==> src/sv/tct_pkg.sv <==
// ----------------------------------------------------------------------------
// tct_pkg: shared definitions for the teletype text console
// Sizes, character codes, action and register codes, state encoding and the
// request structures passed between the sequencer, address unit and store.
// ----------------------------------------------------------------------------
package tct_pkg;

	localparam int CELL_WORDS = 32768;
	localparam int PAGE_CELLS = 2048;
	localparam int PAGE_COUNT = 8;
	localparam int MAX_COLS   = 80;
	localparam int MAX_ROWS   = 50;

	localparam int CELL_AW   = $clog2(CELL_WORDS);
	localparam int CELL_W    = 16;
	localparam int ADDR_W    = 16;
	localparam int ROW_W     = 8;
	localparam int COL_W     = 8;
	localparam int CHAR_W    = 8;
	localparam int PAGE_W    = 3;
	localparam int PG_W      = (PAGE_COUNT > 1) ? $clog2(PAGE_COUNT) : 1;
	localparam int COLS_W    = 7;
	localparam int ROWS_W    = 6;
	localparam int CFG_W     = 7;
	localparam int CFG_IDX_W = 2;

	localparam int COLS_DEFAULT = 80;

	localparam logic [CELL_W-1:0] BLANK_CELL = 16'h0720;

	localparam logic [CHAR_W-1:0] CH_BEL = 8'h07;
	localparam logic [CHAR_W-1:0] CH_BS  = 8'h08;
	localparam logic [CHAR_W-1:0] CH_LF  = 8'h0A;
	localparam logic [CHAR_W-1:0] CH_CR  = 8'h0D;

	typedef enum logic [1:0] {
		ACT_PRINT  = 2'd0,
		ACT_READ   = 2'd1,
		ACT_SETCUR = 2'd2,
		ACT_NONE   = 2'd3
	} action_t;

	typedef enum logic [CFG_IDX_W-1:0] {
		REG_ACTIVE_PAGE    = 2'd0,
		REG_SCREEN_COLUMNS = 2'd1,
		REG_SCREEN_ROWS    = 2'd2
	} cfg_reg_t;

	typedef enum logic [3:0] {
		S_CLEAR,
		S_IDLE,
		S_P_ADDR,
		S_P_RD,
		S_P_WR,
		S_R_ADDR,
		S_R_MEM,
		S_R_DATA,
		S_SC_BASE,
		S_SC_INIT,
		S_SC_RD,
		S_SC_WR,
		S_CURS,
		S_DONE
	} state_t;

	typedef struct packed {
		logic              en;
		logic [PAGE_W-1:0] page;
		logic [ROW_W-1:0]  row;
		logic [COL_W-1:0]  col;
	} addr_req_t;

	typedef struct packed {
		logic               we;
		logic [CELL_AW-1:0] waddr;
		logic [CELL_W-1:0]  wdata;
		logic               re;
		logic [CELL_AW-1:0] raddr;
	} mem_req_t;

	// Column count in use: zero means the default width, clamp to the maximum
	function automatic logic [COL_W-1:0] eff_cols(input logic [COLS_W-1:0] c);
		logic [COL_W-1:0] n;
		n = (c == '0) ? COL_W'(COLS_DEFAULT) : COL_W'(c);
		return (n > COL_W'(MAX_COLS)) ? COL_W'(MAX_COLS) : n;
	endfunction

	// Row count in use: zero means one row, clamp to the maximum
	function automatic logic [ROW_W-1:0] eff_rows(input logic [ROWS_W-1:0] r);
		logic [ROW_W-1:0] n;
		n = (r == '0) ? ROW_W'(1) : ROW_W'(r);
		return (n > ROW_W'(MAX_ROWS)) ? ROW_W'(MAX_ROWS) : n;
	endfunction

	function automatic logic [PAGE_W-1:0] page_wrap(input logic [PAGE_W-1:0] p);
		return PAGE_W'(p % PAGE_COUNT);
	endfunction

endpackage

==> src/sv/tct_addr_unit.sv <==
// ----------------------------------------------------------------------------
// tct_addr_unit: shared cell address calculator
// Registers page * page size + row * columns + column, modulo 2^16.
// ----------------------------------------------------------------------------
module tct_addr_unit (
	input  logic                        clk,
	input  tct_pkg::addr_req_t          req,
	input  logic [tct_pkg::COL_W-1:0]   ncols,
	output logic [tct_pkg::ADDR_W-1:0]  sum_s1
);
	import tct_pkg::*;

	logic [ADDR_W-1:0] base;
	logic [ADDR_W-1:0] span;
	logic [ADDR_W-1:0] sum;

	assign base = ADDR_W'(req.page) * ADDR_W'(PAGE_CELLS);
	assign span = ADDR_W'(req.row) * ADDR_W'(ncols);
	assign sum  = base + span + ADDR_W'(req.col);

	always_ff @(posedge clk) begin
		if (req.en) begin
			sum_s1 <= sum;
		end
	end

endmodule

==> config.mk <==
export PLATFORM = sky130hd
export DESIGN_NAME = tct_addr_unit
export DESIGN_NICKNAME = d
export VERILOG_FILES = /design/src/sv/tct_pkg.sv /design/src/sv/tct_addr_unit.sv
export SDC_FILE = /design/constraint.sdc
export NUM_CORES = 1
export LEC_CHECK = 0
export ABC_AREA = 1
export BUFFER_PORTS_ARGS = -buffer_cell sky130_fd_sc_hd__buf_4
export CAP_MARGIN = 20
export CORE_ASPECT_RATIO = 1.1
export CORE_MARGIN = 1.5
export CORE_UTILIZATION = 40
export CTS_BUF_LIST = sky130_fd_sc_hd__clkbuf_8
export CTS_CLUSTER_SIZE = 16
export DETAILED_ROUTE_END_ITERATION = 10
export GPL_ROUTABILITY_DRIVEN = 0
export GPL_TIMING_DRIVEN = 0
export PLACE_DENSITY = 0.64
export SETUP_SLACK_MARGIN = 0.4
export SLEW_MARGIN = 10
export SYNTH_ARGS = -nofsm -noshare
export SYNTH_HDL_FRONTEND = slang
export SYNTH_SLANG_ARGS = --single-unit
==> constraint.sdc <==
create_clock -name clk -period 12.87 [get_ports clk]
set_clock_uncertainty 0.2 [all_clocks]
set_input_delay 1.287 -clock clk [delete_from_list [all_inputs] [get_ports clk]]
set_output_delay 1.287 -clock clk [all_outputs]
set_load 0.1 [all_outputs]
; ---- After elaboration in Yosys (flattened, before gate mapping)
; Cells that the tools add are included.
[word_totals]
register_bits = 16
latch_bits = 0
mem_bits_rw = 0
mem_bits_ro = 0
input_bits = 29
out_inout_bits = 16
memories = 0
[classes]
addsub = 2
multipliers = 1
n_div = 0
n_lt_le_gt_ge = 0
n_eq_ne = 0
n_shift = 0
mux = 0
bitwise = 0
n_reduce_logical = 0
[ops]
columns = op, count
row1 = $add A14 B16 Y16, 1
row2 = $add A16 B8 Y16, 1
row3 = $mul A8 B8 Y16, 1

; ---- Depth between registers and ports, before layout
; Gate-level depths: netlist (run 1).
[logic_depth]
depth_word = 3
ltp_mapped = 20

; ---- Worst setup path after synthesis (run 1)
; No wires, ideal clock.
[synth_timing]
path_type = input -> register
from = input port req[8] in the netlist's numbering
to = register sum_s1[12] in the netlist's numbering (data pin)
arrival_ps = 4627
required_ps = 12417
path_slack_ps = 7790
path_stages = 18
n_path_buf = 1
path_cell_list = clkbuf_1 nand2_1 fa_1 fa_1 inv_1 fa_1 inv_1 fa_1 inv_1 ha_1 nand2_1 inv_1 nand2_1 nand2_1 nand2_1 nand3_1 nand2_1 nand2_1
[synth_via]
elab_chain_cells = 3
[synth_lines]
columns = item, line_no
row1 = from (decl), tct_addr_unit.sv:7  ; input tct_pkg::addr_req_t req,
row2 = $mul A8 B8 Y16, tct_addr_unit.sv:18  ; assign span = ADDR_W'(req.row) * ADDR_W'(ncols);
row3 = $add A14 B16 Y16, tct_addr_unit.sv:19  ; assign sum = base + span + ADDR_W'(req.col);
row4 = $add A16 B8 Y16, tct_addr_unit.sv:19
row5 = net sum[12], tct_addr_unit.sv:15  ; logic [ADDR_W-1:0] sum;
row6 = to (signal assigned), tct_addr_unit.sv:23  ; sum_s1 <= sum;
row7 = to (decl), tct_addr_unit.sv:9  ; output logic [tct_pkg::ADDR_W-1:0] sum_s1
; The timed path passes the listed nets, and every way through them passes these cells.
; A chain may end at the register's enable or synchronous reset.

; ---- Worst setup path after layout (run 1)
; Same ends and word-level chain as after synthesis.

==> run summary, run 1 <==
Run status -> complete, no violations
Post-synthesis sequential area ratio -> 15.5%
CTS H-Tree Depth -> 1
Post-route clock period utilization -> 39.4%
Chip Height -> 95.4 µm
CTS tree -> done
Syn Inst Count -> 410
Detailed Route Iter0 Violations -> 69
CP Capture Type -> register
Largest net degree at the start of global routing -> 17
Vias in the first global route -> 2446
Starting density of the core -> 41.5%
Cell mode on critical path -> nand2_1
Largest regs -> sum_s1 (16)
Num CTS Buffers -> 3
Synth-to-Final Area Change -> 12.5%
CP Cell Sequence -> clkbuf_1 -> nand2_1 -> fa_1 -> fa_1 -> inv_1 -> fa_1 -> inv_1 -> fa_1 -> inv_1 -> ha_1 -> nand2_1 -> inv_1 -> nand2_1 -> nand2_1 -> nand2_1 -> nand3_1 -> nand2_1 -> nand2_1
CTS Buffer Depth -> 2
Synth area leaders -> fa_1, inv_1, edfxtp_1
Ports -> 45
Leak Pwr -> 2.21 nW
Syn Nets -> 520
Pwr dens -> 202 nW/µm²
Post-CTS Setup Inserts -> 0
Yosys reg bits -> 16
Worst path max stage delay -> 0.54 ns
Critical Path RT -> 12.68 ns
Core area -> 7470 µm²
Row count -> 33
Period minus WS final -> 5.07 ns
# Max-Cap Violations -> 0
Worst vdd ir -> 61.0 µV
Final Setup Violations -> 0
Fin. max-slew vios -> 0
Post-DP HPWL -> 4900 µm
Setup_tns -> 0 ns
Fmax -> 197 MHz
Average size of a mapped cell -> 7.57 µm²
Crit path max fanout -> 8
Netlist cell types -> 13
Syn. warnings -> 0
Commonest non-fill, non-tap cell in the layout -> inv_1
Top cell type's share of synthesized area -> 30.3%
Final Power -> 0.000705 W
Die width -> 87.0 µm
# hold bufs at CTS -> 0
CP startpoint -> req[8]
Max FFs per register -> 16
Router iterations before antenna repair -> 5
Worst setup path class -> in2reg
Most frequent cells in the layout -> inv_1, nand2_1, fa_1, ha_1, buf_4
Final hold viol count -> 0
Synthesized area -> 3100 µm²
Clk sinks -> 16
Clk slew on worst S/H paths -> 0.06 ns
Synth area leader -> fa_1
Slew margin rel. -> 71.8%
Post-cts sizing count -> 0
First-pass GRT wire length -> 10100 µm
Routed via count -> 2365
GRT overflow -> 0
Top reg by flops -> sum_s1
Die ar. -> 8300 µm²
Drt total wl -> 5420 µm
Routed Antenna Nets -> 0
Root Driver -> clkbuf_8
Wire per inst -> 9.91 µm
Critical-path top delay cell -> fa_1
Initial antenna violation count -> 0
Fraction of layout cells with a size suffix above 1 -> 7.69%
Antenna cells -> 0
HP Class -> in2reg
Drc violations -> 0
Vias per cell -> 4.32
IO Port Bufs -> 28
RSZ-0062 raised after global routing -> false
Critical Path Start Type -> input pin
Measured slew at the worst slew-check pin -> 0.422 ns
Hold path start -> req[0]
GRT Total Usage -> 15.2%
WP data arrival -> 4.88 ns
Nets@finish -> 553
## critical path, delay by kind of cell
family / cells / cell delay [ns]
simple gates: 8 / 0.64
buf+inv: 5 / 0.49
fa+ha+maj: 5 / 2.47
## final timing paths
| path | to | slack [ns] | cells after the start |
|---|---|---|---|
| min | sum_s1[0]$_DFFE_PP_ | 1.14 | 2 |
| max | sum_s1[12]$_DFFE_PP_ | 7.80 | 18 |
## final cells by class
class / count / area [µm²]
fillers: 763 / 3980
clock buffers: 3 / 41.3
plain buffers: 16 / 60.1
repair buffers: 28 / 210
clock inverters: 1 / 3.75
inverters: 139 / 522
well taps: 105 / 131
multi-input cells: 239 / 2040
flip-flops and latches: 16 / 480
## synthesized netlist by cell type
cell type	instances
fa_1	47
nor2_2	1
a21oi_1	4
inv_1	139
nand3_1	10
ha_1	34
nand3_2	2
clkbuf_1	16
xor2_1	8
nor2_1	7
edfxtp_1	16
nand4_1	4
nand2_1	122
## cell families (layout without fill, tap and decap cells)
group / after synthesis / after routing / synth area share [%]
DFF: 16 / 16 / 15.5
adders and majority gates: 81 / 81 / 44.0
and+or+nand+nor: 146 / 146 / 18.9
xor gates and xnor gates: 8 / 8 / 2.26
buffers and inverters: 155 / 187 / 18.7
AOI/OAI and AO/OA: 4 / 4 / 0.645
## power breakdown
part           leakage (nW)  switching, W  internal (W)  total [W]
Sequential            0.156    0.00000525     0.0000996   0.000105
Combinational          2.03      0.000396      0.000166   0.000561
Clock                0.0231     0.0000172     0.0000212  0.0000384
## through the flow
step	hold WS [ns]	cells	util, %	setup slack (ns)	instance area, µm²
after floorplan	1.20	410	-	7.79	3100
after global placement	1.39	543	46.1	7.58	3450
after detailed placement	1.40	543	46.1	7.54	3450
after CTS	1.14	547	46.7	7.81	3490
after global routing	1.15	547	46.7	7.48	3490
final	1.14	547	46.7	7.80	3490
## layer usage
layer	GRT usage [%]	wire, µm	up-vias
li1	-	-	1216
met1	18.4	2380	1097
met2	29.5	2780	48
met3	1.56	222	4
met4	2.02	35	0
met5	0	0	-
No activity file was read; power rests on OpenSTA's default activity.
==> inputs of run 2 (changes only) <==
Settings changed: PLACE_DENSITY 0.64 to 0.66.
Clock period 12.87 ns to 4.5 ns, I/O delays scaled along.
==> run 2 against run 1 <==
Global-route usage is 0.39 points higher. Count of clock-buffer cells in the layout stayed put. Power grew to 3.0 times the previous value. First-iteration DRC count is 26% higher. Clock power grew to 2.6 times the previous value. Critical endpoint is now sum_s1[10]$_DFFE_PP_. Highest routed layer unchanged. Design area is 3.5% higher.
==> run summary, run 2 (synthesis results as in run 1) <==
Run status -> complete, no violations
Clk sinks -> 16 (unchanged)
Initial antenna violation count -> 0 (unchanged)
CP Cell Sequence -> clkbuf_4 -> nand2_1 -> inv_1 -> fa_1 -> fa_1 -> fa_1 -> inv_1 -> fa_1 -> inv_1 -> ha_4 -> nand2_1 -> nand2_1 -> inv_1 -> nand2_1 -> inv_1 -> nand2_1 -> xor2_1
Fraction of layout cells with a size suffix above 1 -> 14.7% (+7.0 points)
Most frequent cells in the layout -> inv_1, nand2_1, fa_1, buf_4, ha_1
IO Port Bufs -> 28 (unchanged)
# Max-Cap Violations -> 0 (unchanged)
Period minus WS final -> 3.96 ns
Post-route clock period utilization -> 88.0%
Synth-to-Final Area Change -> 16.4%
Vias in the first global route -> 2517 (+2.9%)
Drt total wl -> 5570 µm (+2.8%)
Root Driver -> clkbuf_8
CP Capture Type -> register
Wire per inst -> 10.2 µm (+3.0%)
Num CTS Buffers -> 3 (unchanged)
Clk slew on worst S/H paths -> 0.05 ns (about the same)
Crit path max fanout -> 8 (unchanged)
Die width -> 87.0 µm (unchanged)
Row count -> 33 (unchanged)
# hold bufs at CTS -> 0 (unchanged)
CTS Buffer Depth -> 2 (unchanged)
Routed Antenna Nets -> 0 (unchanged)
Leak Pwr -> 2.26 nW (+2.4%)
CTS H-Tree Depth -> 1 (unchanged)
Setup ws final -> 0.540 ns (-7.26 ns)
Antenna cells -> 0 (unchanged)
Max FFs per register -> 16 (unchanged)
HP Class -> in2reg
Die ar. -> 8300 µm² (unchanged)
Pre-CTS setup slack -> 0.0843 ns (-7.45 ns)
WP data arrival -> 3.75 ns (-1.13 ns)
Commonest non-fill, non-tap cell in the layout -> inv_1
Measured slew at the worst slew-check pin -> 0.281 ns (-0.142 ns)
Routed via count -> 2387 (+0.93%)
Top reg by flops -> sum_s1
Worst setup path class -> in2reg
Critical Path RT -> 4.29 ns (-8.39 ns)
Critical-path top delay cell -> fa_1
Chip Height -> 95.4 µm (unchanged)
Setup_tns -> 0 ns (unchanged)
Post-CTS Setup Inserts -> 0 (unchanged)
Ports -> 45 (unchanged)
Worst vdd ir -> 237 µV (+290%)
GRT overflow -> 0 (unchanged)
First-pass GRT wire length -> 10300 µm (+2.0%)
WP buf/inv -> 6 (+1)
RSZ-0062 raised after global routing -> true
Drc violations -> 0 (unchanged)
Final hold viol count -> 0 (unchanged)
Detailed Route Iter0 Violations -> 87 (+26%)
Final Setup Violations -> 0 (unchanged)
Core area -> 7470 µm² (unchanged)
Delay-heaviest family, CP -> adder cells
Pwr dens -> 592 nW/µm² (+190%)
Router iterations before antenna repair -> 4 (-1)
CTS tree -> done
Post-DP HPWL -> 4950 µm (+0.99%)
Largest net degree at the start of global routing -> 17 (unchanged)
Largest regs -> sum_s1 (16)
Vias per cell -> 4.37 (+1.1%)
GRT Total Usage -> 15.6% (+0.39 points)
Critical Path Start Type -> input pin
Slew margin rel. -> 81.4% (+9.6 points)
Worst path max stage delay -> 0.54 ns (about the same)
Nets@finish -> 553 (unchanged)
Starting density of the core -> 41.5% (unchanged)
Fmax -> 253 MHz
Fin. max-slew vios -> 0 (unchanged)
==> run 2: cell types whose count changed in the layout (fill, tap and decap cells not counted), sizes merged <==
cell / delta
clkbuf: -6
clkinv: -1
buf: +6
==> run 2: area by class of cell <==
cell class / count / area, µm²
clock buffers: 3 / 41.3
flip-flops and latches: 16 / 480
well taps: 105 / 131
inverters: 139 / 522
fillers: 735 / 3860
multi-input cells: 239 / 2110
plain buffers: 16 / 116
repair buffers: 28 / 210
==> run 2: worst paths after layout <==
kind | start | end | slack [ns] | cells after the start
hold / removal | req[0] | sum_s1[0]$_DFFE_PP_ | 0.30 | 2
setup / recovery | req[12] | sum_s1[10]$_DFFE_PP_ | 0.54 | 17
==> run 2: timing repair <==
item / 4_1_cts / 5_1_grt
pin swaps: 0 / 4
resized for setup: 3 / 47
endpoints found under the setup margin: 7 / 8
==> run 2: per-layer routing <==
layer  vias to the layer above  wire length [µm]  GRT usage (%)
met4                         0                46           2.82
met1                      1113              2440           18.7
li1                       1216                 -              -
met5                         -                 0              0
met2                        53              2900           30.6
met3                         5               180          0.866
==> run 2: power by group <==
group	leakage (nW)	switching [W]	total, W	internal (W)
logic	2.08	0.00118	0.00174	0.000558
clock network	0.0216	0.0000412	0.000100	0.0000592
registers	0.156	0.0000143	0.000299	0.000285
total	2.26	0.00124	0.00214	0.000902
==> run 2: through the flow <==
| stage | total power (W) | cell area, µm² | hold slack (ns) | util, % | std cells |
|---|---|---|---|---|---|
| after floorplan | 0.00169 | 3160 | 0.362 | - | 410 |
| after global placement | 0.00199 | 3500 | 0.551 | 46.9 | 543 |
| after detailed placement | 0.00201 | 3500 | 0.552 | 46.9 | 543 |
| after CTS | 0.00212 | 3550 | 0.298 | 47.5 | 546 |
| after global routing | 0.00237 | 3610 | 0.303 | 48.3 | 546 |
| final | 0.00214 | 3610 | 0.302 | 48.3 | 546 |
==> inputs of run 3 (changes only) <==
Settings changed: ABC_AREA 1 to unset, PLACE_DENSITY 0.66 to 0.67, REMOVE_ABC_BUFFERS set to 1.
==> run 3 against run 2 <==
Area after synthesis shrank 5.7%. Cell count shrank 19%. Global-route usage about the same. Design area rose by 5.1%. Sequential cell count unchanged. Hold slack improved by 0.0022 ns. Critical path type unchanged. Largest cell class unchanged. Largest power group unchanged. Highest routed layer unchanged.
==> run summary, run 3 <==
Antenna cells -> 0 (unchanged)
Post-route clock period utilization -> 90.4% (+2.4 points)
Crit path max fanout -> 8 (unchanged)
Ports -> 45 (unchanged)
Measured slew at the worst slew-check pin -> 0.430 ns (+0.149 ns)
Routed Antenna Nets -> 0 (unchanged)
Vias per cell -> 5.10 (+17%)
Critical Path RT -> 4.29 ns (about the same)
# Max-Cap Violations -> 0 (unchanged)
Core Util, Final -> 53.9% (+5.5 points)
Leak Pwr -> 1.83 nW (-19%)
Row count -> 32 (-3.0%)
Final hold viol count -> 0 (unchanged)
Fin. max-slew vios -> 0 (unchanged)
WHS Endpoint -> sum_s1[0]$_DFFE_PP_
Area post-placement -> 3340 µm² (-4.6%)
CTS tree -> done
Placed cells -> 428 (-21%)
Worst Hold Path Cells -> 2 (unchanged)
Router iterations before antenna repair -> 4 (unchanged)
Post-synth EDFFs -> 16 (unchanged)
Non-filler cells, final -> 440 (-19%)
Max FFs per register -> 16 (unchanged)
Syn. warnings -> 0 (unchanged)
Fmax -> 246 MHz (-2.7%)
Clk sinks -> 16 (unchanged)
Critical Path Start Type -> input pin
Detailed Route Iter0 Violations -> 51 (-41%)
Drt total wl -> 5940 µm (+6.6%)
Top reg by flops -> sum_s1
Synth async-reset ratio -> 0% (unchanged)
Synth-to-Final Area Change -> 29.7%
Final Setup Violations -> 0 (unchanged)
Num CTS Buffers -> 3 (unchanged)
Commonest non-fill, non-tap cell in the layout -> inv_1
Drc violations -> 0 (unchanged)
# hold bufs at CTS -> 0 (unchanged)
Run status -> complete, no violations
Synth area leader -> fa_1
Largest regs -> sum_s1 (16)
Pwr dens -> 645 nW/µm² (+8.9%)
Worst setup path class -> in2reg
Top cell type's share of synthesized area -> 32.1% (+1.8 points)
Pre-CTS setup slack -> -0.165 ns (-0.249 ns)
Post-DP HPWL -> 4570 µm (-7.7%)
Root Driver -> clkbuf_8
Largest net degree at the start of global routing -> 17 (unchanged)
IO Port Bufs -> 44 (+57%)
Worst vdd ir -> 550 µV (+130%)
RSZ-0062 raised after global routing -> true
Slew margin rel. -> 71.2% (-10 points)
Core area -> 7050 µm² (-5.7%)
Setup ws final -> 0.432 ns (-0.109 ns)
Wire per inst -> 13.5 µm (+32%)
Top-count cell post-synth -> inv_1
CTS Buffer Depth -> 2 (unchanged)
GRT Total Usage -> 15.7% (+0.050 points)
Die ar. -> 7840 µm² (-5.5%)
Initial antenna violation count -> 0 (unchanged)
Yosys reg bits -> 16 (unchanged)
CTS H-Tree Depth -> 1 (unchanged)
First-pass GRT wire length -> 9980 µm (-3.4%)
Post-synthesis sequential area ratio -> 16.4% (+0.93 points)
Fraction of layout cells with a size suffix above 1 -> 29.6% (+15 points)
WP data arrival -> 3.86 ns (+0.11 ns)
Netlist cell types -> 38 (+25)
Final Cell Area -> 3800 µm² (+5.1%)
CP Capture Type -> register
Die width -> 84.6 µm (-2.8%)
GRT overflow -> 0 (unchanged)
Chip Height -> 92.7 µm (-2.8%)
Most frequent cells in the layout -> inv_1, fa_1, and2_1, buf_4, ha_1
Vias in the first global route -> 2258 (-10%)
Commonest cells post-synth -> inv_1, fa_1, and2_1, ha_1, nand2_1
Routed via count -> 2244 (-6.0%)
Syn Inst Count -> 302 (-26%)
Starting density of the core -> 41.5% (about the same)
Hold path start -> req[0]
Nets@finish -> 466 (-16%)
Period minus WS final -> 4.07 ns (+0.109 ns)
Synth area leaders -> fa_1, edfxtp_1, ha_1
Top FF cell, synth -> edfxtp_1
Average size of a mapped cell -> 9.69 µm² (+28%)
Clk slew on worst S/H paths -> 0.06 ns (about the same)
HP Class -> in2reg
Synthesized area -> 2930 µm² (-5.7%)
CP startpoint -> ncols[7]
[run 3: cell count changes in the layout (fill, tap and decap cells not counted), moves of 6 or more]
cell / change
and2_1: +42
buf_4: +9
clkbuf_4: -7
ha_1: -7
ha_4: +6
inv_1: -75
inv_2: +6
nand2_1: -97
nand3_1: -7
[run 3: power by group]
part           internal (W)  switching [W]
sequential         0.000282      0.0000163
clock             0.0000604      0.0000470
combinational      0.000793        0.00125
total               0.00114        0.00131
[run 3: critical path, cell delays in order]
cell     delay [ns]
buf_4          0.14
and2_1         0.16
fa_1           0.51
fa_1           0.51
fa_1           0.52
inv_1          0.07
fa_1           0.53
inv_1          0.06
ha_4           0.18
a21oi_4        0.16
o22ai_2        0.11
nor4_2         0.24
o21ai_1        0.10
o311a_1        0.13
[run 3: cells by family after synthesis]
group / share of synthesized area (%)
and+or+nand+nor: 16.5
xor gates and xnor gates: 1.50
DFF: 16.4
AOI/OAI and AO/OA: 8.89
adders and majority gates: 46.7
buffers and inverters: 9.74
muxes: 0.342
[run 3: metal layers]
layer | vias up | track usage [%] | wire length (µm)
li1 | 1056 | - | -
met1 | 1151 | 20.3 | 2490
met2 | 31 | 28.4 | 3260
met3 | 6 | 2.05 | 143
met4 | 0 | 2.28 | 45
met5 | - | 0 | 0
[run 3: metrics by stage]
step / TNS (ns) / hold slack, ns / power, W
6_report: 0 / 0.304 / 0.00245
5_1_grt: 0 / 0.296 / 0.00262
4_1_cts: 0 / 0.299 / 0.00235
3_5_place_dp: -0.443 / 0.557 / 0.00191
3_3_place_gp: -0.342 / 0.559 / 0.00189
2_1_floorplan: 0 / 0.362 / 0.00160
[run 3: worst max-delay path by stage]
| stage | to | slack [ns] |
|---|---|---|
| 6_report | sum_s1[15]$_DFFE_PP_ | 0.43 |
| 3_5_place_dp | sum_s1[15]$_DFFE_PP_ | -0.16 |
| 2_1_floorplan | sum_s1[13]$_DFFE_PP_ | 0.23 |
| 4_1_cts | sum_s1[14]$_DFFE_PP_ | 0.39 |
| 3_3_place_gp | sum_s1[15]$_DFFE_PP_ | -0.13 |
| 5_1_grt | sum_s1[15]$_DFFE_PP_ | 0.30 |
[run 3: what timing repair did]
action	4_1_cts	5_1_grt
resized for setup	58	23
buffers inserted	7	1
endpoints found under the setup margin	7	6
gates cloned	0	0
pin swaps	37	8
[run 3: layout make-up]
cell class,instances,area [µm²]
clock buffer,3,41.3
clock inverter,1,3.75
fill,634,3250
inverter,70,263
multi-input combinational,213,2430
sequential,16,480
tap,85,106
timing repair buffer,52,474
