## src/sv/tct_pkg.sv

```systemverilog
// ----------------------------------------------------------------------------
// tct_pkg: shared definitions for the teletype text console
// Sizes, character codes, action and register codes, state encoding and the
// request structures passed between the sequencer, address unit and store.
// ----------------------------------------------------------------------------
package tct_pkg;

	localparam int CELL_WORDS = 32768;
	localparam int PAGE_CELLS = 2048;
	localparam int PAGE_COUNT = 8;
	localparam int MAX_COLS   = 80;
	localparam int MAX_ROWS   = 50;

	localparam int CELL_AW   = $clog2(CELL_WORDS);
	localparam int CELL_W    = 16;
	localparam int ADDR_W    = 16;
	localparam int ROW_W     = 8;
	localparam int COL_W     = 8;
	localparam int CHAR_W    = 8;
	localparam int PAGE_W    = 3;
	localparam int PG_W      = (PAGE_COUNT > 1) ? $clog2(PAGE_COUNT) : 1;
	localparam int COLS_W    = 7;
	localparam int ROWS_W    = 6;
	localparam int CFG_W     = 7;
	localparam int CFG_IDX_W = 2;

	localparam int COLS_DEFAULT = 80;

	localparam logic [CELL_W-1:0] BLANK_CELL = 16'h0720;

	localparam logic [CHAR_W-1:0] CH_BEL = 8'h07;
	localparam logic [CHAR_W-1:0] CH_BS  = 8'h08;
	localparam logic [CHAR_W-1:0] CH_LF  = 8'h0A;
	localparam logic [CHAR_W-1:0] CH_CR  = 8'h0D;

	typedef enum logic [1:0] {
		ACT_PRINT  = 2'd0,
		ACT_READ   = 2'd1,
		ACT_SETCUR = 2'd2,
		ACT_NONE   = 2'd3
	} action_t;

	typedef enum logic [CFG_IDX_W-1:0] {
		REG_ACTIVE_PAGE    = 2'd0,
		REG_SCREEN_COLUMNS = 2'd1,
		REG_SCREEN_ROWS    = 2'd2
	} cfg_reg_t;

	typedef enum logic [3:0] {
		S_CLEAR,
		S_IDLE,
		S_P_ADDR,
		S_P_RD,
		S_P_WR,
		S_R_ADDR,
		S_R_MEM,
		S_R_DATA,
		S_SC_BASE,
		S_SC_INIT,
		S_SC_RD,
		S_SC_WR,
		S_CURS,
		S_DONE
	} state_t;

	typedef struct packed {
		logic              en;
		logic [PAGE_W-1:0] page;
		logic [ROW_W-1:0]  row;
		logic [COL_W-1:0]  col;
	} addr_req_t;

	typedef struct packed {
		logic               we;
		logic [CELL_AW-1:0] waddr;
		logic [CELL_W-1:0]  wdata;
		logic               re;
		logic [CELL_AW-1:0] raddr;
	} mem_req_t;

	// Column count in use: zero means the default width, clamp to the maximum
	function automatic logic [COL_W-1:0] eff_cols(input logic [COLS_W-1:0] c);
		logic [COL_W-1:0] n;
		n = (c == '0) ? COL_W'(COLS_DEFAULT) : COL_W'(c);
		return (n > COL_W'(MAX_COLS)) ? COL_W'(MAX_COLS) : n;
	endfunction

	// Row count in use: zero means one row, clamp to the maximum
	function automatic logic [ROW_W-1:0] eff_rows(input logic [ROWS_W-1:0] r);
		logic [ROW_W-1:0] n;
		n = (r == '0) ? ROW_W'(1) : ROW_W'(r);
		return (n > ROW_W'(MAX_ROWS)) ? ROW_W'(MAX_ROWS) : n;
	endfunction

	function automatic logic [PAGE_W-1:0] page_wrap(input logic [PAGE_W-1:0] p);
		return PAGE_W'(p % PAGE_COUNT);
	endfunction

endpackage

```

## src/sv/tct_seq.sv

```systemverilog
// ----------------------------------------------------------------------------
// tct_seq: transaction sequencer for the teletype console
// Holds the page cursors, steps prints, reads, scrolls and the clearing pass,
// and keeps the result register.
// ----------------------------------------------------------------------------
module tct_seq (
	input  logic                        clk,
	input  logic                        arst_n,
	input  logic                        in_valid,
	output logic                        in_stall,
	input  logic [1:0]                  action,
	input  logic [tct_pkg::CHAR_W-1:0]  char_code,
	input  logic [tct_pkg::PAGE_W-1:0]  page_select,
	input  logic [tct_pkg::ROW_W-1:0]   target_row,
	input  logic [tct_pkg::COL_W-1:0]   target_col,
	input  logic [tct_pkg::PAGE_W-1:0]  active_page,
	input  logic [tct_pkg::COL_W-1:0]   ncols,
	input  logic [tct_pkg::ROW_W-1:0]   nrows,
	input  logic [tct_pkg::ADDR_W-1:0]  addr_s1,
	input  logic [tct_pkg::CELL_W-1:0]  rdata,
	output tct_pkg::addr_req_t          addr_req,
	output tct_pkg::mem_req_t           mem_req,
	output logic                        clearing,
	output logic                        out_valid,
	input  logic                        out_stall,
	output logic [tct_pkg::ROW_W-1:0]   pos_row,
	output logic [tct_pkg::COL_W-1:0]   pos_col,
	output logic [tct_pkg::ADDR_W-1:0]  cursor_address,
	output logic [tct_pkg::CHAR_W-1:0]  cell_char,
	output logic [tct_pkg::CHAR_W-1:0]  cell_attr
);
	import tct_pkg::*;

	state_t state_q, state_d;

	logic [ROW_W+COL_W-1:0] cursor_q [PAGE_COUNT];

	logic [CHAR_W-1:0]  ch_q;
	logic [PAGE_W-1:0]  psel_q;
	logic [ROW_W-1:0]   trow_q;
	logic [COL_W-1:0]   tcol_q;
	logic [CELL_W-1:0]  cell_q;
	logic [CELL_AW-1:0] clr_q;
	logic [CELL_AW-1:0] dst_q;
	logic [ROW_W-1:0]   sr_q;
	logic [COL_W-1:0]   sc_q;

	logic               out_valid_q;
	logic [ROW_W-1:0]   row_q;
	logic [COL_W-1:0]   col_q;
	logic [ADDR_W-1:0]  addr_q;
	logic [CELL_W-1:0]  outcell_q;

	logic [PAGE_W-1:0]  apg;
	logic [PG_W-1:0]    apg_idx;
	logic [PG_W-1:0]    psel_idx;
	logic [ROW_W-1:0]   cur_row;
	logic [COL_W-1:0]   cur_col;
	logic               accept;
	logic               is_ctrl;
	logic [ROW_W:0]     new_row;
	logic [COL_W:0]     new_col;
	logic               need_scroll;
	logic [ROW_W-1:0]   fin_row;
	logic               sc_copy;
	logic               sc_last;
	logic               out_load;

	assign apg      = page_wrap(active_page);
	assign apg_idx  = PG_W'(apg);
	assign psel_idx = PG_W'(page_wrap(page_select));
	assign cur_row  = cursor_q[apg_idx][ROW_W+COL_W-1:COL_W];
	assign cur_col  = cursor_q[apg_idx][COL_W-1:0];
	assign accept   = in_valid && !in_stall;

	// Teletype cursor step for the latched character
	assign is_ctrl = (ch_q == CH_BEL) || (ch_q == CH_BS) || (ch_q == CH_LF)
		|| (ch_q == CH_CR);

	always_comb begin
		new_row = {1'b0, cur_row};
		new_col = {1'b0, cur_col};
		priority if (ch_q == CH_BEL) begin
			new_row = {1'b0, cur_row};
		end else if (ch_q == CH_BS) begin
			if (cur_col != '0) begin
				new_col = {1'b0, cur_col} - (COL_W+1)'(1);
			end
		end else if (ch_q == CH_LF) begin
			new_row = {1'b0, cur_row} + (ROW_W+1)'(1);
		end else if (ch_q == CH_CR) begin
			new_col = '0;
		end else begin
			new_col = {1'b0, cur_col} + (COL_W+1)'(1);
			if (new_col >= {1'b0, ncols}) begin
				new_col = '0;
				new_row = {1'b0, cur_row} + (ROW_W+1)'(1);
			end
		end
	end

	assign need_scroll = new_row >= {1'b0, nrows};
	assign fin_row     = need_scroll ? (nrows - ROW_W'(1)) : new_row[ROW_W-1:0];

	assign sc_copy = sr_q != (nrows - ROW_W'(1));
	assign sc_last = !sc_copy && (sc_q == (ncols - COL_W'(1)));

	assign out_load = (state_q == S_DONE) && (!out_valid_q || !out_stall);

	// Next state
	always_comb begin
		state_d = state_q;
		unique case (state_q)
			S_CLEAR: begin
				if (clr_q == CELL_AW'(CELL_WORDS - 1)) begin
					state_d = S_IDLE;
				end
			end
			S_IDLE: begin
				if (in_valid) begin
					unique case (action_t'(action))
						ACT_PRINT:  state_d = S_P_ADDR;
						ACT_READ:   state_d = S_R_ADDR;
						ACT_SETCUR: state_d = S_CURS;
						ACT_NONE:   state_d = S_CURS;
					endcase
				end
			end
			S_P_ADDR:  state_d = S_P_RD;
			S_P_RD:    state_d = S_P_WR;
			S_P_WR:    state_d = need_scroll ? S_SC_BASE : S_CURS;
			S_R_ADDR:  state_d = S_R_MEM;
			S_R_MEM:   state_d = S_R_DATA;
			S_R_DATA:  state_d = S_CURS;
			S_SC_BASE: state_d = S_SC_INIT;
			S_SC_INIT: state_d = S_SC_RD;
			S_SC_RD:   state_d = S_SC_WR;
			S_SC_WR:   state_d = sc_last ? S_CURS : S_SC_RD;
			S_CURS:    state_d = S_DONE;
			S_DONE: begin
				if (out_load) begin
					state_d = S_IDLE;
				end
			end
			default:   state_d = S_IDLE;
		endcase
	end

	// Requests to the address unit and the cell store
	always_comb begin
		addr_req = '0;
		mem_req  = '0;
		in_stall = state_q != S_IDLE;
		clearing = state_q == S_CLEAR;
		unique case (state_q)
			S_CLEAR: begin
				mem_req.we    = 1'b1;
				mem_req.waddr = clr_q;
				mem_req.wdata = BLANK_CELL;
			end
			S_P_ADDR, S_CURS: begin
				addr_req.en   = 1'b1;
				addr_req.page = apg;
				addr_req.row  = cur_row;
				addr_req.col  = cur_col;
			end
			S_P_RD, S_R_MEM: begin
				mem_req.re    = 1'b1;
				mem_req.raddr = addr_s1[CELL_AW-1:0];
			end
			S_P_WR: begin
				mem_req.we    = !is_ctrl;
				mem_req.waddr = addr_s1[CELL_AW-1:0];
				mem_req.wdata = {rdata[CELL_W-1:CHAR_W], ch_q};
			end
			S_R_ADDR: begin
				addr_req.en   = 1'b1;
				addr_req.page = psel_q;
				addr_req.row  = trow_q;
				addr_req.col  = tcol_q;
			end
			S_SC_BASE: begin
				addr_req.en   = 1'b1;
				addr_req.page = apg;
			end
			S_SC_RD: begin
				mem_req.re    = sc_copy;
				mem_req.raddr = dst_q + CELL_AW'(ncols);
			end
			S_SC_WR: begin
				mem_req.we    = 1'b1;
				mem_req.waddr = dst_q;
				mem_req.wdata = sc_copy ? rdata : BLANK_CELL;
			end
			default: begin
			end
		endcase
	end

	always_ff @(posedge clk or negedge arst_n) begin
		if (!arst_n) begin
			state_q     <= S_CLEAR;
			clr_q       <= '0;
			out_valid_q <= 1'b0;
			for (int i = 0; i < PAGE_COUNT; i++) begin
				cursor_q[i] <= '0;
			end
		end else begin
			state_q <= state_d;
			if (state_q == S_CLEAR) begin
				clr_q <= clr_q + CELL_AW'(1);
			end
			if (accept && (action_t'(action) == ACT_SETCUR)) begin
				cursor_q[psel_idx] <= {target_row, target_col};
			end
			if (state_q == S_P_WR) begin
				cursor_q[apg_idx] <= {fin_row, new_col[COL_W-1:0]};
			end
			if (out_load) begin
				out_valid_q <= 1'b1;
			end else if (!out_stall) begin
				out_valid_q <= 1'b0;
			end
		end
	end

	// Payload and walk registers
	always_ff @(posedge clk) begin
		if (accept) begin
			ch_q   <= char_code;
			psel_q <= page_wrap(page_select);
			trow_q <= target_row;
			tcol_q <= target_col;
			cell_q <= '0;
		end
		if (state_q == S_R_DATA) begin
			cell_q <= rdata;
		end
		if (state_q == S_SC_INIT) begin
			dst_q <= addr_s1[CELL_AW-1:0];
			sr_q  <= '0;
			sc_q  <= '0;
		end
		if (state_q == S_SC_WR) begin
			dst_q <= dst_q + CELL_AW'(1);
			if (sc_q == (ncols - COL_W'(1))) begin
				sc_q <= '0;
				sr_q <= sr_q + ROW_W'(1);
			end else begin
				sc_q <= sc_q + COL_W'(1);
			end
		end
		if (out_load) begin
			row_q     <= cur_row;
			col_q     <= cur_col;
			addr_q    <= addr_s1;
			outcell_q <= cell_q;
		end
	end

	assign out_valid      = out_valid_q;
	assign pos_row        = row_q;
	assign pos_col        = col_q;
	assign cursor_address = addr_q;
	assign cell_char      = outcell_q[CHAR_W-1:0];
	assign cell_attr      = outcell_q[CELL_W-1:CHAR_W];

endmodule
```

## config.mk

```make
export PLATFORM = sky130hd
export DESIGN_NAME = tct_seq
export DESIGN_NICKNAME = d
export VERILOG_FILES = /design/src/sv/tct_pkg.sv /design/src/sv/tct_seq.sv
export SDC_FILE = /design/constraint.sdc
export NUM_CORES = 1
export LEC_CHECK = 0
export BUFFER_PORTS_ARGS = -buffer_cell sky130_fd_sc_hd__buf_2
export CORE_ASPECT_RATIO = 1.4
export CORE_MARGIN = 2
export CORE_UTILIZATION = 60
export DETAILED_ROUTE_END_ITERATION = 8
export GPL_TIMING_DRIVEN = 1
export PLACE_DENSITY_LB_ADDON = 0.15
export SLEW_MARGIN = 20
export SYNTH_ARGS = -nofsm -noshare
export SYNTH_HDL_FRONTEND = slang
export SYNTH_SLANG_ARGS = --single-unit
```

## constraint.sdc

```tcl
create_clock -name clk -period 16.2 [get_ports clk]
set_input_delay 0.81 -clock clk [delete_from_list [all_inputs] [get_ports clk]]
set_output_delay 0.81 -clock clk [all_outputs]
set_load 0.02 [all_outputs]
```

Word level (Yosys, flattened, before mapping)

Cells that the tools add are included.

Bits in registers: 270
Bits in latches: 0
Memory bits (writable): 0
Memory bits (read-only): 0
Input port bits: 84
Output and inout port bits: 119
Word-level logic and storage cells: 141
Memories kept: 0

Add/subtract/negate cells: 10
$mul: 0
Div/mod/pow operators: 0
Magnitude comparators: 6
Equality and inequality tests: 28
Shift-type cells: 0
Multiplexer cells: 47
Bitwise gates (word level): 2
Reduce and logical (&&, ||, !) cells: 25

Operators by type and width:

| cell                                                 | count |
|---|---|
| bitwise mux 128 bit                                  | 2 |
| 2-to-1 mux 128 bit                                   | 2 |
| 2-to-1 mux 16 bit                                    | 7 |
| 2-to-1 mux 8 bit                                     | 13 |
| demux 16 bit (select 3 bit)                          | 2 |
| one-hot mux 32 bit (3 select lines)                  | 1 |
| one-hot mux 16 bit (2 select lines)                  | 2 |
| one-hot mux 4 bit (14 select lines)                  | 1 |
| binary-select mux 16 bit (select 3 bit)              | 1 |
| 2-to-1 mux 9 bit                                     | 5 |
| adder 15 x 1 -> 15 bit (second input constant)       | 2 |
| 2-to-1 mux 15 bit                                    | 2 |
| equality test 4 bit (second input constant)          | 6 |
| equality test 8 x 4 -> 1 bit (second input constant) | 3 |
| subtractor 8 x 1 -> 8 bit (second input constant)    | 3 |
| adder 8 x 1 -> 9 bit (second input constant)         | 2 |
| >= comparator 9 x 8 -> 1 bit                         | 2 |
| adder 8 x 1 -> 8 bit (second input constant)         | 2 |
| equality test 4 x 3 -> 1 bit (second input constant) | 4 |
| adder 15 x 8 -> 15 bit                               | 1 |
| equality test 15 bit (second input constant)         | 1 |
| 2-to-1 mux 4 bit                                     | 3 |
| one-hot mux 4 bit (3 select lines)                   | 1 |
| equality test 4 x 2 -> 1 bit (second input constant) | 2 |
| 25 further kinds                                     | 48 |

Longest topological paths before layout

Gate-level depths: netlist of run 1.

Depth after elaboration: 15
Mapped depth: 30
Gate-level depth less buffers: 25

Worst setup path before layout of run 1

OpenSTA, ideal clock, no wires.

Path type: input-to-reg
Start: in active_page[0] (netlist bit)
End: reg cursor_q[121] (netlist bit)
Setup time: 0.077 ns
Arrival: 6.791 ns
Setup slack: 9.331 ns
Stages: 27
Path buffers: 3
Cells stage by stage: buf_6 > buf_8 > mux2_4 > mux4_2 > nor2_4 > inv_2 > ha_1 > buf_2 > nand2_1 > nor3_1 > xor2_1 > ha_1 > and3_1 > a221oi_1 > o21ai_0 > o211a_1 > o311a_1 > a21oi_1 > a21oi_1 > ha_1 > a21o_1 > a21oi_1 > o21ai_0 > a31oi_1 > o21ai_2 > a221o_1 > a21oi_1

Word-level cells in the longest chain between the ends: 15

Ends and longest elaborated chain:

| element                                                | RTL line       | source |
|---|---|---|
| start: declaration                                     | tct_seq.sv:16  | `input logic [tct_pkg::PAGE_W-1:0] active_page,` |
| inverter 3 -> 4 bit (not written as such) *            | tct_seq.sv:73  | `assign cur_col = cursor_q[apg_idx][COL_W-1:0];` |
| binary-select mux 16 bit (select 3 bit) *              | tct_seq.sv:73  |  |
| 2-to-1 mux 16 bit (not written as such) * (2 in a row) | tct_seq.sv:73  |  |
| via cur_col[0]                                         | tct_seq.sv:58  | `logic [COL_W-1:0] cur_col;` |
| adder 8 x 1 -> 9 bit *                                 | tct_seq.sv:94  | `new_col = {1'b0, cur_col} + (COL_W+1)'(1);` |
| >= comparator 9 x 8 -> 1 bit *                         | tct_seq.sv:95  | `if (new_col >= {1'b0, ncols}) begin` |
| 2-to-1 mux 9 bit *                                     | tct_seq.sv:95  |  |
| 2-to-1 mux 9 bit *                                     | tct_seq.sv:91  | `end else if (ch_q == CH_CR) begin` |
| 2-to-1 mux 9 bit *                                     | tct_seq.sv:89  | `end else if (ch_q == CH_LF) begin` |
| 2-to-1 mux 9 bit *                                     | tct_seq.sv:85  | `end else if (ch_q == CH_BS) begin` |
| 2-to-1 mux 9 bit *                                     | tct_seq.sv:83  | `priority if (ch_q == CH_BEL) begin` |
| >= comparator 9 x 8 -> 1 bit                           | tct_seq.sv:102 | `assign need_scroll = new_row >= {1'b0, nrows};` |
| 2-to-1 mux 8 bit *                                     | tct_seq.sv:103 | `assign fin_row = need_scroll ? (nrows - ROW_W'(1)) : new_row[ROW_W-1:0];` |
| bitwise mux 128 bit *                                  | tct_seq.sv:217 | `cursor_q[apg_idx] <= {fin_row, new_col[COL_W-1:0]};` |
| 2-to-1 mux 128 bit *                                   | tct_seq.sv:216 | `if (state_q == S_P_WR) begin` |
| end signal: indexed assignment                         | tct_seq.sv:214 | `cursor_q[psel_idx] <= {target_row, target_col};` |
| end signal: indexed assignment                         | tct_seq.sv:217 |  |
| end: declaration                                       | tct_seq.sv:36  | `logic [ROW_W+COL_W-1:0] cursor_q [PAGE_COUNT];` |

Mark *: on every way through the listed nets, which the timed path passes. The rest lies on a longest branch. The select of a mux whose other input is x is not followed.
A chain may end at the register's enable or synchronous reset.

Worst setup path in the final report of run 1

Start: in active_page[1] (netlist bit)
End: reg cursor_q[25] (netlist bit)

The elaborated chain is that of the path after synthesis.

==> summary.md, run 1 <==
| Metric | Value |
|---|---|
| Status | `complete, no violations` |
| Routability Congestion | `0.948` |
| Core region area | `roughly 27000 um^2` |
| Share of cells above drive strength 1 | `24.5%` |
| Grt ovf | `0` |
| PwrDens | `approximately 160 nW/um^2` |
| Starting Density | `60.6%` |
| Synth Warn # | `0` |
| Design area | `18400 um^2` |
| Net Count, Synth | `1704` |
| First-pass GRT wire length | `72600 um` |
| Top-count cell post-synth | `nand2_1` |
| Commonest cells in the netlist | `164 x nand2_1, 148 x dfrtp_1, 114 x edfxtp_1` |
| Post-synth top area share | `22.8%` |
| Synth area leader | `dfrtp_1` |
| Area contributors post-synth | `dfrtp_1 23%, edfxtp_1 21%, mux2_2 5.8%` |
| Resize count post-CTS | `0` |
| Initial DRT Pass Iterations | `9` |
| Die area | `approximately 28000 um^2` |
| R2R depth | `23` |
| CTS clk-pin slew, worst paths | `~0.060 ns` |
| Final nets | `1863` |
| Crit path cell chain | `buf_2, inv_2, mux4_2, nor2_4, inv_2, ha_1, nand2_1, nor3_1, xor2_1, ha_1, and3_1, a221oi_1, o21ai_0, o211a_1, nor3_2, mux2_2, ha_1, a21o_1, a31oi_1, o21ai_0, a31oi_1, o21ai_2, a221o_1, o21ai_1` |
| Routed WL | `47600 um` |
| Distinct cells, synth | `104` |
| Port bufs | `roughly 200` |
| Detailed placement HPWL | `33400 um` |
| DRC | `0` |
| GRT Overall Usage | `about a third` |
| Arrival @ worst endpoint | `8.22 ns` |
| Largest net degree at the start of global routing | `80` |
| Unrepaired setup endpoints after global routing | `no` |
| Post-Layout Cell Count | `2131` |
| Critical path endpoint | `cursor_q[25]` |
| Clock sink total | `270` |
| Buf+Inv Stages, Crit Path | `3` |
| Synth Register Bits | `270` |
| Ant diodes | `0` |
| Placed insts | `2079` |
| Netlist Area Pre-Place | `about 16000 um^2` |
| Post-Syn Area per Cell | `10.2 um^2` |
| Worst slew margin | `22.0%` |
| DR WL/cell | `approximately 22 um` |
| Reg-to-reg slack, setup | `9.07 ns` |
| Reg area | `about 7300 um^2` |
| Max-slew violation count | `0` |
| Setup bufs post-CTS | `0` |
| DP Area | `between 15000 and 20000 um^2` |
| Crit share post-route | `47.9%` |
| Setup ws final | `8.44 ns` |
| HP Class | `in2async` |
| Number of synthesized flops with an enable pin | `114` |
| Type of destination of the critical path | `flip-flop` |
| Worst reg2reg startpoint | `cursor_q[64]` |
| Async SR Flop Fraction | `54.8%` |
| Root buf cell | `clkbuf_16` |
| CP startpoint | `active_page[1]` |
| Crit-path most repeated cell | `ha_1` |
| Crit path required time | `16.66 ns` |
| Drt initial violations | `around 1200` |
| Clk_lat worst skew | `0.56 ns` |
| Type of origin of the critical path | `input port` |
| Hold-fix buffers, CTS | `0` |
| Final count of hold timing violations | `0` |
| Multi-input combinational cell area | `8300 um^2` |
| Setup TNS | `0 ns` |
| CTS tree | `yes` |
| Final Critical Period | `7.76 ns` |
| Slowest CP cell | `a31oi_1` |
| Core Util, Final | `approximately 70%` |
| Vias | `13300` |
| R2r endpoint | `cursor_q[25]` |
| Maxcap violations | `0` |
| Gate Count Post-Synth | `roughly 1600` |
| Crit-path max cell delay | `0.73 ns` |
| LEAKAGE | `around 0.008 uW` |
| Critical path's top delay family | `compound AO/OA/AOI/OAI gates` |
| IR drop worst, VDD | `around 0.11 mV` |
| Seq/Total Area, Yosys | `about 45%` |
| DRT antenna net count | `0` |
| Clk buf depth | `3` |
| Prevailing post-synth register cell | `dfrtp_1` |
| Worst Skew | `0.0135 ns` |
| CTS Buf Count | `28` |
| Fill cells | `2064` |
| P&R area growth vs syn | `13.5%` |
| Setup slack at placement | `7.97 ns` |
| WS Path Type | `in2reg` |
| Least-Margin Pin Slew | `about 1.2 ns` |
| Fmax | `129 MHz` |
| Die Width | `143 um` |
| Row count | `71` |
| Io pins | `203` |
| Setup Viol. Count Final | `0` |
| Htree depth | `1` |
| Crit. path cell count | `24` |
| CP Max Fanout | `29` |
| Die height | `199 um` |
| Vias per cell | `6.24` |
| Vias in the first global route | `12900` |
| Initial antenna violation count | `1` |
==> stage by stage <==
step	hold slack, ns	total power (uW)
floorplan	0.400	1920
global placement	0.400	2250
detailed placement	0.405	2280
CTS	0.323	2930
global route	0.360	3100
finish	0.295	2930
==> worst min path at each step <==
stage	start	end	slack (ns)
after global routing	arst_n	cursor_q[121]	0.36
after detailed placement	cell_q[7]	outcell_q[7]	0.41
after floorplan	cell_q[0]	outcell_q[0]	0.40
final	arst_n	cursor_q[105]	0.30
after CTS	arst_n	out_valid	0.32
after global placement	cell_q[1]	outcell_q[1]	0.40
==> layout make-up <==
cell class / instances / share of cell area, %
flip-flops and latches: 270 / 39.6
multi-input cells: 1154 / 45.1
repair buffers: 228 / 6.59
clock inverters: 10 / 0.449
inverters: 62 / 1.26
clock buffers: 42 / 4.51
well taps: 365 / 2.48
==> kinds of logic after synthesis <==
| kind of cell | after synthesis | share of synthesized area (%) |
|---|---|---|
| AND/OR/NAND/NOR | 496 | 15.7 |
| flip-flops | 270 | 44.9 |
| multiplexers | 143 | 11.2 |
| adder cells (fa/ha/maj) | 35 | 2.75 |
| buffers and inverters | 161 | 4.30 |
| XOR/XNOR | 77 | 4.16 |
| AO/OA/AOI/OAI | 403 | 17.0 |
==> layout by cell type (no fill, tap or decap), drive strengths merged, types with 36 or more instances in the layout <==
| cell type | instances |
|---|---|
| a211oi | 47 |
| a21oi | 90 |
| buf | 228 |
| clkbuf | 42 |
| dfrtp | 148 |
| edfxtp | 114 |
| inv | 62 |
| mux2 | 87 |
| mux2i | 36 |
| nand2 | 164 |
| nand3 | 43 |
| nor2 | 83 |
| nor2b | 57 |
| o21ai | 131 |
| xnor2 | 50 |
==> registers in the layout, indices dropped and copies added, names as in the netlist <==
name,flops
cursor_q,128
cell_q,16
cursor_address,16
outcell_q,16
clr_q,15
dst_q,15
ch_q,8
pos_col,8
pos_row,8
sc_q,8
sr_q,8
tcol_q,8
trow_q,8
state_q,4
psel_q,3
out_valid,1
==> where the power goes <==
part	switching [uW]	leakage (uW)	internal [uW]
logic	736	0.00451	485
clock network	274	0.000455	370
registers	142	0.00307	927
total	1150	0.00803	1780
==> routing by layer <==
layer	vias to the layer above	GRT usage (%)	wire length, um
met5	-	0	0
met4	0	18.8	2730
met3	160	4.74	3250
met2	563	56.9	23800
met1	6434	39.9	17800
li1	6140	-	-
==> worst register-to-register path, cell delays in order, from the launching register on <==
cell and delay (ns):
dfrtp_1 0.40, mux2_4 0.26, mux4_2 0.53, nor2_4 0.21
inv_2 0.08, ha_1 0.31, nand2_1 0.19, nor3_1 0.08
xor2_1 0.27, ha_1 0.30, and3_1 0.18, a221oi_1 0.28
o21ai_0 0.29, o211a_1 0.36, nor3_2 0.53, mux2_2 0.41
ha_1 0.18, a21o_1 0.15, a31oi_1 0.14, o21ai_0 0.13
a31oi_1 0.73, o21ai_2 0.27, a221o_1 0.56, o21ai_1 0.19
No activity file was read; power rests on OpenSTA's default activity.
==> inputs of run 2 (changes only) <==
--- a/config.mk
+++ b/config.mk
@@ -8,7 +8,7 @@
 export BUFFER_PORTS_ARGS = -buffer_cell sky130_fd_sc_hd__buf_2
 export CORE_ASPECT_RATIO = 1.4
 export CORE_MARGIN = 2
-export CORE_UTILIZATION = 60
+export CORE_UTILIZATION = 59
 export DETAILED_ROUTE_END_ITERATION = 8
 export GPL_TIMING_DRIVEN = 1
 export PLACE_DENSITY_LB_ADDON = 0.15
==> constraint.sdc (replaced) <==
create_clock -name clk -period 7.54 [get_ports clk]
set_input_delay 0.377 -clock clk [delete_from_list [all_inputs] [get_ports clk]]
set_output_delay 0.377 -clock clk [all_outputs]
set_load 0.02 [all_outputs]
==> summary.md, run 2 (same netlist as run 1, synthesis figures left out) <==
| Metric | Value |
|---|---|
| Status | `complete, no violations` |
| Least-Margin Pin Slew | `around 1.1 ns` |
| Grt ovf | `0` |
| Initial DRT Pass Iterations | `8` |
| Setup Viol. Count Final | `0` |
| Most common cell after layout, fill and taps aside | `buf_2` |
| Crit path required time | `7.96 ns` |
| Starting Density | `60.2%` |
| Most frequent cells in the layout | `201 x buf_2, 164 x nand2_1, 148 x dfrtp_1, 114 x edfxtp_1, 98 x o21ai_0` |
| Vias per cell | `6.36` |
| First-pass GRT wire length | `about 75000 um` |
| Worst Skew | `0.0141 ns` |
| Share of cells above drive strength 1 | `25.1%` |
| Largest Register | `cursor_q` |
| P&R area growth vs syn | `15.1%` |
| Final count of hold timing violations | `0` |
| Clk buf depth | `3` |
| CTS tree | `yes` |
| Worst hold slack | `0.0474 ns` |
| Total Power | `between 6000 and 7000 uW` |
| Unrepaired setup endpoints after global routing | `no` |
| Max reg flops | `128` |
| Clk_lat worst skew | `between 0.5 and 0.6 ns` |
| Final Critical Period | `6.76 ns` |
| Initial antenna violation count | `1` |
| Fmax | `between 100 and 150 MHz` |
| Detailed placement HPWL | `34400 um` |
| DRC | `0` |
| Max-slew violation count | `0` |
| Final nets | `approximately 1900` |
| WS Path Type | `reg2reg` |
| Type of destination of the critical path | `flip-flop` |
| PwrDens | `346 nW/um^2` |
| DRT antenna net count | `0` |
| Die area | `about 29000 um^2` |
| CP startpoint | `cursor_q[80]` |
| LEAKAGE | `0.00816 uW` |
| IR drop worst, VDD | `0.225 mV` |
| Type of origin of the critical path | `flip-flop` |
| Root buf cell | `clkbuf_16` |
| CTS Buf Count | `28` |
| HP Class | `in2reg` |
| Vias in the first global route | `13000` |
| Placed insts | `around 2100` |
| Worst slew margin | `a little over a quarter` |
| Post-Layout Cell Count | `2151` |
| R2R depth | `25` |
| Critical path endpoint | `cursor_q[14]` |
| Die height | `200 um` |
| Die Width | `144 um` |
| Fill cells | `2126` |
| GRT Overall Usage | `approximately a third` |
| DR WL/cell | `approximately 23 um` |
| Maxcap violations | `0` |
| Clock sink total | `270` |
| CP Max Fanout | `8` |
| R2r endpoint | `cursor_q[14]` |
| Routed WL | `slightly below 50000 um` |
| Io pins | `203` |
| Core region area | `26900 um^2` |
| Htree depth | `1` |
| Crit share post-route | `89.7%` |
| Port bufs | `202` |
| Reg-to-reg slack, setup | `0.78 ns` |
| Row count | `71` |
| Setup TNS | `0 ns` |
| Drt initial violations | `between 1000 and 1500` |
| Worst reg2reg startpoint | `cursor_q[80]` |
| CTS clk-pin slew, worst paths | `~0.060 ns` |
| Vias | `about 14000` |
| Ant diodes | `0` |
| Largest net degree at the start of global routing | `just under 80` |
| Routability Congestion | `0.967` |
| Arrival @ worst endpoint | `about 7.2 ns` |
==> run 2: metal layers <==
layer / GRT usage [%] / part of all wire, % / up-vias
li1: - / - / 6194
met1: 42.2 / 37 / 6592
met2: 56.9 / 50 / 724
met3: 5.04 / 8.0 / 162
met4: 16.5 / 5.1 / 2
met5: 0 / 0.025 / -
==> run 2: worst min-delay path by stage <==
stage / from / end / slack, ns / cells past startpoint
2_1_floorplan: arst_n / clr_q[0] / 0.08 / 0
6_report: addr_s1[12] / cursor_address[12] / 0.05 / 1
3_3_place_gp: cell_q[14] / outcell_q[14] / 0.40 / 0
3_5_place_dp: cell_q[10] / outcell_q[10] / 0.40 / 0
5_1_grt: page_select[0] / psel_q[0] / 0.03 / 1
4_1_cts: addr_s1[12] / cursor_address[12] / 0.03 / 1
==> run 2: timing repair <==
item | in CTS | in global routing
endpoints found under the setup margin | 0 | 0
hold endpoints to repair | 81 | 0
gates resized for setup | 0 | 0
hold buffers | 10 | 0
buffers inserted | 0 | 0
==> run 2: stage by stage <==
stage	setup slack, ns	cell area (um^2)	util, %
4_1_cts	0.876	18700	69.3
3_5_place_dp	0.494	17600	65.2
6_report	0.778	18700	69.3
5_1_grt	0.401	18700	69.3
3_3_place_gp	0.633	17600	65.2
2_1_floorplan	1.10	16200	-
==> run 2: final cells by class <==
cell class                      instances  area (um^2)  area share, %
Clock inverter                         15          169          0.905
Inverter                               62          233           1.25
Clock buffer                           37          827           4.43
Tap cell                              365          457           2.45
Multi-Input combinational cell       1154         8300           44.5
Timing Repair Buffer                  248         1390           7.45
Sequential cell                       270         7290           39.0
==> run 2: report_power, final <==
group	switching, uW	internal [uW]
clock	615	877
sequential	308	1990
combinational	1610	1060
total	2530	3930
==> run 2: worst max-delay path, stage by stage (launching register included) <==
cell and delay (ns):
dfrtp_1 0.39, mux2_4 0.27, mux4_2 0.55, nor2_4 0.21, inv_2 0.09, ha_1 0.22
nand2_1 0.14, nor3_1 0.08, xor2_1 0.28, ha_1 0.30, and3_1 0.18, a221oi_1 0.28
o21ai_0 0.13, buf_4 0.17, o211a_1 0.31, nor3_2 0.52, mux2_2 0.40, ha_1 0.17
a21o_1 0.15, a31oi_1 0.15, o21ai_0 0.13, a31o_2 0.32, o21ai_1 0.23, nand2_1 0.08
o211ai_1 0.66, o21ai_0 0.19
